$ cat src/hdl/iirdf_pkg.sv
// iirdf_pkg: widths, register indexes, payload and coefficient types of the
// direct form I filter. No dependencies; used by every file of the block.

package iirdf_pkg;

   // data widths
   localparam int SAMPLE_W  = 16;
   localparam int COEF_W    = 24;
   localparam int HIST_W    = 24;
   localparam int HIST_FRAC = 8;
   localparam int COEF_FRAC = 20;
   localparam int ACC_W     = 52;

   // order range and default
   localparam int MAX_ORDER     = 3;
   localparam int ORDER_DEFAULT = 2;

   // configuration register map
   localparam int NUM_REGS  = 7;
   localparam int REG_IDX_W = 3;
   localparam logic [REG_IDX_W-1:0] REG_COEF_B0 = 3'd0;
   localparam logic [REG_IDX_W-1:0] REG_COEF_B1 = 3'd1;
   localparam logic [REG_IDX_W-1:0] REG_COEF_B2 = 3'd2;
   localparam logic [REG_IDX_W-1:0] REG_COEF_B3 = 3'd3;
   localparam logic [REG_IDX_W-1:0] REG_COEF_A1 = 3'd4;
   localparam logic [REG_IDX_W-1:0] REG_COEF_A2 = 3'd5;
   localparam logic [REG_IDX_W-1:0] REG_COEF_A3 = 3'd6;

   // reset value of b0 is 1.0 in Q4.20
   localparam logic [COEF_W-1:0] COEF_ONE = 24'h100000;

   // saturation limits of the output sample
   localparam logic [SAMPLE_W-1:0] SAMPLE_MAX = 16'h7FFF;
   localparam logic [SAMPLE_W-1:0] SAMPLE_MIN = 16'h8000;

   typedef logic signed [COEF_W-1:0] coef_type;

   // b[k] is b_k, a[k] is a_(k+1)
   typedef struct packed {
      coef_type [MAX_ORDER:0]   b;
      coef_type [MAX_ORDER-1:0] a;
   } coef_set_type;

   // reset coefficient set: b0 = 1.0, every other tap zero
   localparam coef_set_type COEF_RESET =
      {{(MAX_ORDER*COEF_W){1'b0}}, COEF_ONE, {(MAX_ORDER*COEF_W){1'b0}}};

   typedef struct packed {
      logic signed [SAMPLE_W-1:0] sample;
      logic                       block_end;
   } req_type;

   typedef struct packed {
      logic signed [SAMPLE_W-1:0] filtered;
      logic                       overflow;
      logic                       last_out;
   } rsp_type;

endpackage

$ cat src/hdl/iirdf_csr.sv
// iirdf_csr: coefficient register file written through the plain csr port.
// Depends on iirdf_pkg.

module iirdf_csr (
   input  logic                             clock,
   input  logic                             reset,
   input  logic                             csr_wen,
   input  logic [iirdf_pkg::REG_IDX_W-1:0]  csr_index,
   input  logic [iirdf_pkg::COEF_W-1:0]     csr_wdata,
   output iirdf_pkg::coef_set_type          coefs
);

   iirdf_pkg::coef_set_type coef_ff;
   iirdf_pkg::coef_set_type coef_in;

   // decode of the write transaction, unknown indexes are dropped
   always_comb begin
      coef_in = coef_ff;
      if (csr_wen) begin
         case (csr_index)
            iirdf_pkg::REG_COEF_B0: coef_in.b[0] = csr_wdata;
            iirdf_pkg::REG_COEF_B1: coef_in.b[1] = csr_wdata;
            iirdf_pkg::REG_COEF_B2: coef_in.b[2] = csr_wdata;
            iirdf_pkg::REG_COEF_B3: coef_in.b[3] = csr_wdata;
            iirdf_pkg::REG_COEF_A1: coef_in.a[0] = csr_wdata;
            iirdf_pkg::REG_COEF_A2: coef_in.a[1] = csr_wdata;
            iirdf_pkg::REG_COEF_A3: coef_in.a[2] = csr_wdata;
            default:                coef_in = coef_ff;
         endcase
      end
   end

   // register bank, pass-through filter after reset
   always_ff @(posedge clock) begin
      if (reset) begin
         coef_ff <= iirdf_pkg::COEF_RESET;
      end else begin
         coef_ff <= coef_in;
      end
   end

   assign coefs = coef_ff;

endmodule

$ cat config.mk
export PLATFORM = sky130hd
export DESIGN_NAME = iirdf_csr
export DESIGN_NICKNAME = d
export VERILOG_FILES = /design/src/hdl/iirdf_pkg.sv /design/src/hdl/iirdf_csr.sv
export SDC_FILE = /design/constraint.sdc
export NUM_CORES = 1
export LEC_CHECK = 0
export ABC_AREA = 1
export BUFFER_PORTS_ARGS = -buffer_cell sky130_fd_sc_hd__buf_2
export CAP_MARGIN = 40
export CORE_MARGIN = 2
export CORE_UTILIZATION = 55
export CTS_CLUSTER_DIAMETER = 150
export DETAILED_ROUTE_END_ITERATION = 8
export GPL_TIMING_DRIVEN = 0
export PLACE_DENSITY = 0.84
export SETUP_SLACK_MARGIN = 0.15
export SLEW_MARGIN = 20
export SYNTH_ARGS = -nofsm -noshare
export SYNTH_HDL_FRONTEND = slang
export SYNTH_SLANG_ARGS = --single-unit
export TNS_END_PERCENT = 20
$ cat constraint.sdc
create_clock -name clock -period 1.8 [get_ports clock]
set_input_delay 0.36 -clock clock [delete_from_list [all_inputs] [get_ports clock]]
set_output_delay 0.36 -clock clock [all_outputs]
set_load 0.05 [all_outputs]
[Word-level counts from Yosys, hierarchy flattened]
Cells that the tools add are included.
Cells by class
  equal/unequal tests: 6
  reduce and logical (&&, ||, !) cells: 8
Operators with widths (count)
  $reduce_and A2 Y1: 7
  $eq A3 B3 Y1 const B: 3
  $eq A3 B2 Y1 const B: 2
  $eq A3 B1 Y1 const B: 1
  $logic_not A3 Y1: 1
Storage, ports and cells
  register bits: 168
  output and inout bits: 168
  logic and storage cells: 21

[Depth between registers and ports, before layout]
Gate-level depths: netlist of the first run.
  word-level depth: 2
  depth in mapped cells: 7
  mapped depth without buffers: 5

[Worst setup path before layout of the first run]
No wires, ideal clock.
  path type: input -> register
  from: input csr_index[1] in the netlist's numbering
  to: register coef_ff, in the netlist coefs[92]
  setup time: 130 ps
  arrival: 1052 ps
  slack: 618 ps
  stages: 6
  cell sequence: nor2_1 buf_2 buf_2 nand2_1 nand2_1 nand3_1
On the way
  longest elaborated chain between the ends: 2
RTL lines
  from (decl): RTL line iirdf_csr.sv:8  | input logic [iirdf_pkg::REG_IDX_W-1:0] csr_index,
  $logic_not A3 Y1: RTL line iirdf_csr.sv:20  | case (csr_index)
  $reduce_and A2 Y1 (no source line)
  to (signal assigned): RTL line iirdf_csr.sv:36  | coef_ff <= iirdf_pkg::COEF_RESET;
  to (signal assigned): RTL line iirdf_csr.sv:38  | coef_ff <= coef_in;
  to (decl): RTL line iirdf_csr.sv:13  | iirdf_pkg::coef_set_type coef_ff;
No other way between the ends.
A chain may end at the register's enable or synchronous reset.

[Worst setup path in the final report of the first run]
  from: register coef_ff, in the netlist coefs[119]
  to: output coefs[119] in the netlist's numbering
RTL lines
  to (decl): RTL line iirdf_csr.sv:10  | output iirdf_pkg::coef_set_type coefs
No word-level cell between the ends.

==> results of run 1 <==
[worst min path at each step]
| stage | from | end | slack [ns] | depth (start not counted) |
|---|---|---|---|---|
| 4_1_cts | csr_wdata[20] | coefs[92] | 0.14 | 3 |
| 6_report | csr_wdata[20] | coefs[92] | 0.15 | 3 |
| 2_1_floorplan | csr_wdata[20] | coefs[92] | 0.47 | 2 |
| 3_5_place_dp | coefs[92] | coefs[92] | 0.46 | 2 |
| 3_3_place_gp | coefs[92] | coefs[92] | 0.45 | 2 |
| 5_1_grt | csr_wdata[20] | coefs[92] | 0.16 | 3 |
[cell usage after synthesis (all sizes together)]
cell	count	area share
nand2	176	0.10
nor2	345	0.20
nand3	168	0.13
inv	30	0.017
dfxtp	168	0.51
clkbuf	14	0.0079
buf	52	0.042
clkinv	1	0.00056
[layout make-up]
| type | count | area (um2) |
|---|---|---|
| fill | 992 | 3451 |
| sequential | 168 | 3363 |
| multi-input combinational | 689 | 2836 |
| timing repair buffer | 197 | 985.9 |
| clock buffer | 23 | 478.0 |
| buffer | 66 | 329.1 |
| tap | 147 | 183.9 |
| clock inverter | 8 | 167.7 |
| inverter | 31 | 116.4 |
[through the flow]
stage	setup slack, ns	total power, mW
2_1_floorplan	0.6181	4.941
3_3_place_gp	0.03447	5.277
3_5_place_dp	-0.003844	5.298
4_1_cts	0.3509	9.227
5_1_grt	0.2861	9.497
6_report	0.3396	9.234
[power breakdown]
group | leakage [nW] | switching [mW] | internal [mW]
sequential | 1.37 | 0.0677 | 3.85
combinational | 2.61 | 1.02 | 0.305
clock | 0.313 | 1.43 | 2.56
total | 4.29 | 2.52 | 6.71
[cell families after synthesis]
logic type    Yosys count  share of synthesized area
buf+inv                97                    0.06703
flops                 168                     0.5061
simple gates          689                     0.4268
[routing by layer]
layer / up-vias / wire length, um / share of wire
met5: - / 0 / 0
met4: 0 / 1083 / 0.051
met3: 79 / 2299 / 0.11
met2: 372 / 9634 / 0.46
met1: 3147 / 8079 / 0.38
li1: 3396 / - / -
==> qor_table.md, run 1 <==
| Parameter | This run | Unit |
|---|---|---|
| Run status | finished, final reports clean | - |
| Unrepaired setup endpoints after global routing | no | - |
| Die Span Y | 113.9 | um |
| Number of antenna violations at the first check in global routing | 0 | - |
| Remaining global-route overflow | 0 | - |
| Starting density of the core | 0.5579 | - |
| Average wire per cell in the routed design | 15.87 | um |
| Number of standard cells in the final layout excluding fillers | 1329 | - |
| Via/cell ratio | 5.263 | - |
| Maximum number of pins on one net before global-route repair | 17 | - |
| Worst R2R End | coefs[144] | - |
| CTS H-Tree Depth | 4 | - |
| Path category of the worst min-delay check | input port to flip-flop | - |
| Io pins | 198 | - |
| Stages on worst setup path | 1 | - |
| Most Used Layer, Global Route | met2 | - |
| Max Clock Skew | 0 | ns |
| Slowest-stage cell, CP | sky130_fd_sc_hd__dfxtp_1 | - |
| Startpoint of the lowest-slack register-to-register path | coefs[144] | - |
| CTS sink count | 168 | - |
| Max-slew violations | 0 | - |
| Wirelength, routed | 21.10 | mm |
| Accumulated negative setup slack | 0 | ns |
| Final hold violation count | 0 | - |
| Routing usage on met2 | 0.5087 | - |
| Vias in the first global route | 6144 | - |
| P&R area growth vs syn | 27.32 | % |
| Data arrival time of the critical path | 1.10 | ns |
| Largest delay share family, worst path | flip-flops | - |
| Half-perimeter wire length of the detailed placement result | 14.37 | mm |
| Commonest non-fill, non-tap cell in the layout | sky130_fd_sc_hd__nor2_1 | - |
| Rel. slew slack | 0.5398 | - |
| Distinct cell type count after synthesis | 14 | - |
| Final hold slack | 0.1541 | ns |
| ANT nets after route | 0 | - |
| Type of destination of the critical path | primary output | - |
| Number of diodes | 0 | - |
| Wire length of the first global-routing pass | 31.96 | mm |
| Worst IR Drop VDD | 0.6719 | mV |
| Vias after detailed routing | 6994 | - |
| Total of buffers placed on input and output ports | 197 | - |
| Critical Path RT | 1.44 | ns |
| Post-CTS Resized | 0 | - |
| Category of the critical setup timing path | flip-flop to primary output | - |
| Series of cell instances along the critical path | buf_2 | - |
| Number of flip-flops under the largest register name | 168 | - |
| Overall routing resource usage | 0.3257 | - |
| Initial DRC count | 488 | - |
| Number of core rows | 40 | - |
| Core area | 11910 | um2 |
| Clock tree from TritonCTS | built | - |
| Setup crit start kind | flip-flop | - |
| Area of the die | 12980 | um2 |
| RePlAce Congestion | 0.8780 | - |
| Fraction of the cycle the final worst path needs | 0.8113 | - |
| Commonest cells after routing, fill and taps aside | sky130_fd_sc_hd__nor2_1 (337), sky130_fd_sc_hd__buf_2 (238), sky130_fd_sc_hd__nand2_1 (174) | - |
| Cell area after synthesis | 6645 | um2 |
| Post-Synthesis Cells | 954 | - |
| Post-synth net total | 984 | - |
| Worst-path fanout max | 2 | - |
| Pwr per Cell Area | 1091 | nW/um2 |
| FF-to-FF path depth | 2 | - |
| Post-CTS Setup Repair Bufs | 0 | - |
| Number of failing setup endpoints in the final timing report | 0 | - |
| TritonCTS Buffers | 17 | - |
| Timing-limited maximum frequency | 0.6848 | GHz |
| Maximum clock path buffer count | 2 | - |
| Worst setup startpoint | coefs[119] | - |
| Final cell area excluding filler cells | 8461 | um2 |
| Number of buffers inserted for hold repair after clock tree synthesis | 0 | - |
| Final-stage net count | 1200 | - |
| Clock insertion delay at the later pin of the skew report | 0.43 | ns |
| Global Route met1 Usage | 0.3937 | - |
| Slew @ Worst Pin | 0.6904 | ns |
| Cell area reported after detailed placement | 7815 | um2 |
| Drt first pass iters | 5 | - |
| Share of the yosys chip area belonging to registers | 0.5061 | - |
| Worst path bufs/invs | 1 | - |
| Share of layout cells above drive strength 1 | 0.2428 | - |
| Flop2flop setup slack | 1.18 | ns |
| Flip-flop and latch count after synthesis | 168 | - |
| Die Span X | 113.9 | um |
| Peak per-stage delay on the critical path | 0.38 | ns |
| Clock-pin transition on the worst setup and hold timing paths | 0.06 | ns |
| Global routing usage on met3 | 0.08874 | - |
| CP Capture Point | coefs[119] | - |
| Static leakage | 4.291 | nW |
| Detailed-route DRC error count | 0 | - |
| Warning count from the yosys run | 0 | - |
| Share of the core filled with cells in the final layout | 0.7103 | - |
| Average instance area after synthesis | 6.966 | um2 |
| Placed cell count | 1298 | - |
| Max-cap violations | 0 | - |
| Clock tree root buffer cell | sky130_fd_sc_hd__clkbuf_16 | - |
| Final critical path time including I/O delays and setup | 1.460 | ns |
Note: power is estimated with default switching activity, not from simulation.
==> inputs of run 2 (changes only) <==
--- a/config.mk
+++ b/config.mk
@@ -5,15 +5,15 @@
 export SDC_FILE = /design/constraint.sdc
 export NUM_CORES = 1
 export LEC_CHECK = 0
-export ABC_AREA = 1
+export ABC_AREA = 0
 export BUFFER_PORTS_ARGS = -buffer_cell sky130_fd_sc_hd__buf_2
 export CAP_MARGIN = 40
 export CORE_MARGIN = 2
-export CORE_UTILIZATION = 55
+export CORE_UTILIZATION = 51
 export CTS_CLUSTER_DIAMETER = 150
 export DETAILED_ROUTE_END_ITERATION = 8
 export GPL_TIMING_DRIVEN = 0
-export PLACE_DENSITY = 0.84
+export PLACE_DENSITY = 0.79
 export SETUP_SLACK_MARGIN = 0.15
 export SLEW_MARGIN = 20
 export SYNTH_ARGS = -nofsm -noshare
==> constraint.sdc (replaced) <==
create_clock -name clock -period 1.43 [get_ports clock]
set_input_delay 0.286 -clock clock [delete_from_list [all_inputs] [get_ports clock]]
set_output_delay 0.286 -clock clock [all_outputs]
set_load 0.05 [all_outputs]
==> run 2 against run 1 <==
  * Critical path depth unchanged
  * Clock skew unchanged
  * Sequential share of layout area decreased by 2.2 points
  * Final area increased by 6.3%
  * Count of clock-buffer cells in the layout decreased by 1
  * Flip-flop and latch count unchanged
  * Critical endpoint is now coefs[117]
  * Sequential power increased by 24%
  * Global-route usage decreased by 6.5 points
  * Largest cell class unchanged
  * Die area increased by 6.0%
  * Highest routed layer is now met5
==> qor_table.md, run 2 <==
| Parameter | This run | Unit | Change |
|---|---|---|---|
| Detailed-route DRC error count | 0 | - | unchanged |
| Clock tree root buffer cell | sky130_fd_sc_hd__clkbuf_16 | - |  |
| Max-slew violations | 0 | - | unchanged |
| Path category of the worst min-delay check | input port to flip-flop | - |  |
| Area of the die | 13760 | um2 | +6.0% |
| Die Span X | 117.3 | um | +3.0% |
| CTS H-Tree Depth | 4 | - | unchanged |
| ANT nets after route | 0 | - | unchanged |
| Number of core rows | 41 | - | +2.5% |
| Half-perimeter wire length of the detailed placement result | 12.66 | mm | -12% |
| Post-synth net total | 610 | - | -38% |
| Total of buffers placed on input and output ports | 196 | - | -0.51% |
| Setup crit start kind | flip-flop | - |  |
| Number of antenna violations at the first check in global routing | 1 | - | +1 |
| Via/cell ratio | 5.052 | - | -4.0% |
| Distinct cell type count after synthesis | 14 | - | unchanged |
| Number of buffers inserted for hold repair after clock tree synthesis | 0 | - | unchanged |
| Max Clock Skew | 0 | ns | unchanged |
| Vias in the first global route | 5219 | - | -15% |
| Io pins | 198 | - | unchanged |
| TritonCTS Buffers | 17 | - | unchanged |
| RePlAce Congestion | 0.8216 | - | -6.4% |
| Cells taking the most area after synthesis | sky130_fd_sc_hd__dfxtp_1 (51%), sky130_fd_sc_hd__mux2i_1 (26%), sky130_fd_sc_hd__nand2b_1 (18%), sky130_fd_sc_hd__buf_2 (1.3%), sky130_fd_sc_hd__clkbuf_1 (1.2%) | - |  |
| Unrepaired setup endpoints after global routing | yes | - |  |
| Pwr per Cell Area | 1180 | nW/um2 | +8.1% |
| Share of layout cells above drive strength 1 | 0.3234 | - | +0.08061 |
| Area occupied by registers | 3379 | um2 | +0.48% |
| Maximum number of pins on one net before global-route repair | 17 | - | unchanged |
| Cell area reported after detailed placement | 7749 | um2 | -0.85% |
| Cell area after synthesis | 6549 | um2 | -1.4% |
| Number of standard cells in the final layout excluding fillers | 980 | - | -26% |
| Critical Path RT | 1.14 | ns | -0.30 ns |
| Type of destination of the critical path | primary output | - |  |
| Worst-path fanout max | 2 | - | unchanged |
| Worst slack at placement | -0.1556 | ns | -0.1517 ns |
| Slew @ Worst Pin | 0.5674 | ns | -0.1229 ns |
| Final critical path time including I/O delays and setup | 1.319 | ns |  |
| P&R area growth vs syn | 37.35 | % |  |
| Routing usage on met2 | 0.4364 | - | -0.07233 |
| Commonest non-fill, non-tap cell in the layout | sky130_fd_sc_hd__nand2b_1 | - |  |
| Average instance area after synthesis | 11.29 | um2 | +62% |
| CP Capture Point | coefs[117] | - |  |
| Drt first pass iters | 4 | - | -1 |
| Post-route setup slack | 0.1107 | ns | -0.2289 ns |
| Share of the core filled with cells in the final layout | 0.7157 | - | +0.005385 |
| Timing-limited maximum frequency | 0.7580 | GHz |  |
| Die Span Y | 117.3 | um | +3.0% |
| Commonest cells in the netlist | sky130_fd_sc_hd__nand2b_1 (191), sky130_fd_sc_hd__dfxtp_1 (168), sky130_fd_sc_hd__mux2i_1 (168), sky130_fd_sc_hd__clkbuf_1 (21), sky130_fd_sc_hd__buf_2 (17) | - |  |
| Stages on worst setup path | 1 | - | unchanged |
| Data arrival time of the critical path | 1.03 | ns | -0.07 ns |
| Series of cell instances along the critical path | clkbuf_4 | - |  |
| Max-cap violations | 0 | - | unchanged |
| Number of failing setup endpoints in the final timing report | 0 | - | unchanged |
| Flip-flop and latch count after synthesis | 168 | - | unchanged |
| Worst IR Drop VDD | 0.7236 | mV | +7.7% |
| Startpoint of the lowest-slack register-to-register path | coefs[166] | - |  |
| Most area-hungry cell type in the Yosys netlist | sky130_fd_sc_hd__dfxtp_1 | - |  |
| Clock tree from TritonCTS | built | - |  |
| Accumulated negative setup slack | 0 | ns | unchanged |
| Fraction of the cycle the final worst path needs | 0.9226 | - |  |
| Commonest cells after routing, fill and taps aside | sky130_fd_sc_hd__nand2b_1 (191), sky130_fd_sc_hd__mux2i_1 (168), sky130_fd_sc_hd__dfxtp_1 (155) | - |  |
| Clock-pin transition on the worst setup and hold timing paths | 0.06 | ns | about the same |
| Final cell area excluding filler cells | 8995 | um2 | +6.3% |
| Peak per-stage delay on the critical path | 0.36 | ns | -0.02 ns |
| Remaining global-route overflow | 0 | - | unchanged |
| Placed cell count | 948 | - | -27% |
| Core area | 12570 | um2 | +5.5% |
| Warning count from the yosys run | 0 | - | unchanged |
| Average wire per cell in the routed design | 18.66 | um | +18% |
| Wirelength, routed | 18.29 | mm | -13% |
| Library cell with the highest instance count after synthesis | sky130_fd_sc_hd__nand2b_1 | - |  |
| Most Used Layer, Global Route | met2 | - |  |
| Post-Synthesis Cells | 580 | - | -39% |
| Global Route met1 Usage | 0.3119 | - | -0.08184 |
| Rel. slew slack | 0.6217 | - | +0.08197 |
| Number of flip-flops under the largest register name | 168 | - | unchanged |
| Top-area cell type share of the netlist area | 0.5136 | - | +0.007446 |
| Wire length of the first global-routing pass | 28.02 | mm | -12% |
| Post-CTS Setup Repair Bufs | 0 | - | unchanged |
| Maximum clock path buffer count | 2 | - | unchanged |
| Share of the yosys chip area belonging to registers | 0.5136 | - | +0.007446 |
| Static leakage | 4.498 | nW | +4.8% |
| Initial DRC count | 244 | - | -50% |
| Global routing usage on met3 | 0.08560 | - | -0.003132 |
| Vias after detailed routing | 4951 | - | -29% |
| Worst path bufs/invs | 1 | - | unchanged |
| Number of synthesized flops with an enable pin | 0 | - | unchanged |
| Final-stage net count | 825 | - | -31% |
| Run status | finished, final reports clean | - |  |
| Synth Flop Type | sky130_fd_sc_hd__dfxtp_1 | - |  |
| Slowest-stage cell, CP | sky130_fd_sc_hd__dfxtp_1 | - |  |
| Starting density of the core | 0.5211 | - | -0.03682 |
| Worst setup startpoint | coefs[117] | - |  |
| Largest delay share family, worst path | flip-flops | - |  |
| Clock insertion delay at the later pin of the skew report | 0.42 | ns | about the same |
| Fill cell count | 899 | - | -9.4% |
| FF-to-FF path depth | 2 | - | unchanged |
| Flop2flop setup slack | 0.73 | ns | -0.45 ns |
| Category of the critical setup timing path | flip-flop to primary output | - |  |
| Worst R2R End | coefs[166] | - |  |
| CTS sink count | 168 | - | unchanged |
| Overall routing resource usage | 0.2609 | - | -0.06482 |
| Final hold violation count | 0 | - | unchanged |
| Post-CTS Resized | 57 | - | +57 |
| Asr flop ratio synth | 0 | - | unchanged |
| Multi-input combinational cell area | 2979 | um2 | +5.0% |
-- run 2: cell count changes after synthesis, sizes merged, moves of 3 or more --
cell     delta
buf        -31
clkbuf      +7
inv        -30
mux2i     +168
nand2     -176
nand2b    +191
nand3     -168
nand4b      +3
nand4bb     +3
nor2      -343
-- run 2: layout make-up --
class                      count  share of cell area
multi-input combinational    370              0.3312
timing repair buffer         196              0.1792
sequential                   168              0.3757
clock inverter                 9             0.01363
clock buffer                  22             0.05272
buffer                        42             0.02337
tap                          172             0.02393
antenna                        1           0.0002782
-- run 2: cells by family after synthesis --
| logic type | after synthesis | share of synthesized area |
|---|---|---|
| simple gates | 202 | 0.1976 |
| buf+inv | 42 | 0.03210 |
| flops | 168 | 0.5136 |
| mux | 168 | 0.2568 |
-- run 2: per-stage QoR --
stage / power, mW / hold slack, ns
floorplan: 5.664 / 0.4532
global placement: 5.937 / 0.4562
detailed placement: 5.959 / 0.4623
CTS: 10.59 / 0.1328
global route: 10.90 / 0.1550
finish: 10.61 / 0.1484
-- run 2: metal layers --
layer / vias up / part of all wire
met5: - / 0.00082
met4: 2 / 0.023
met3: 36 / 0.070
met2: 180 / 0.50
met1: 2376 / 0.41
li1: 2357 / -
-- run 2: where the power goes --
part	switching, mW	internal (mW)
clock network	1.80	2.86
logic	0.710	0.386
registers	0.0690	4.79
total	2.58	8.03
-- run 2: how the worst min path moves through the flow --
| stage | start | endpoint | slack, ns | cells after the start |
|---|---|---|---|---|
| 3_5_place_dp | coefs[75] | coefs[75] | 0.46 | 2 |
| 4_1_cts | csr_wdata[20] | coefs[92] | 0.13 | 3 |
| 6_report | csr_wdata[20] | coefs[92] | 0.15 | 3 |
| 3_3_place_gp | coefs[117] | coefs[117] | 0.46 | 2 |
| 5_1_grt | csr_wdata[20] | coefs[92] | 0.15 | 3 |
| 2_1_floorplan | csr_wdata[20] | coefs[92] | 0.45 | 2 |
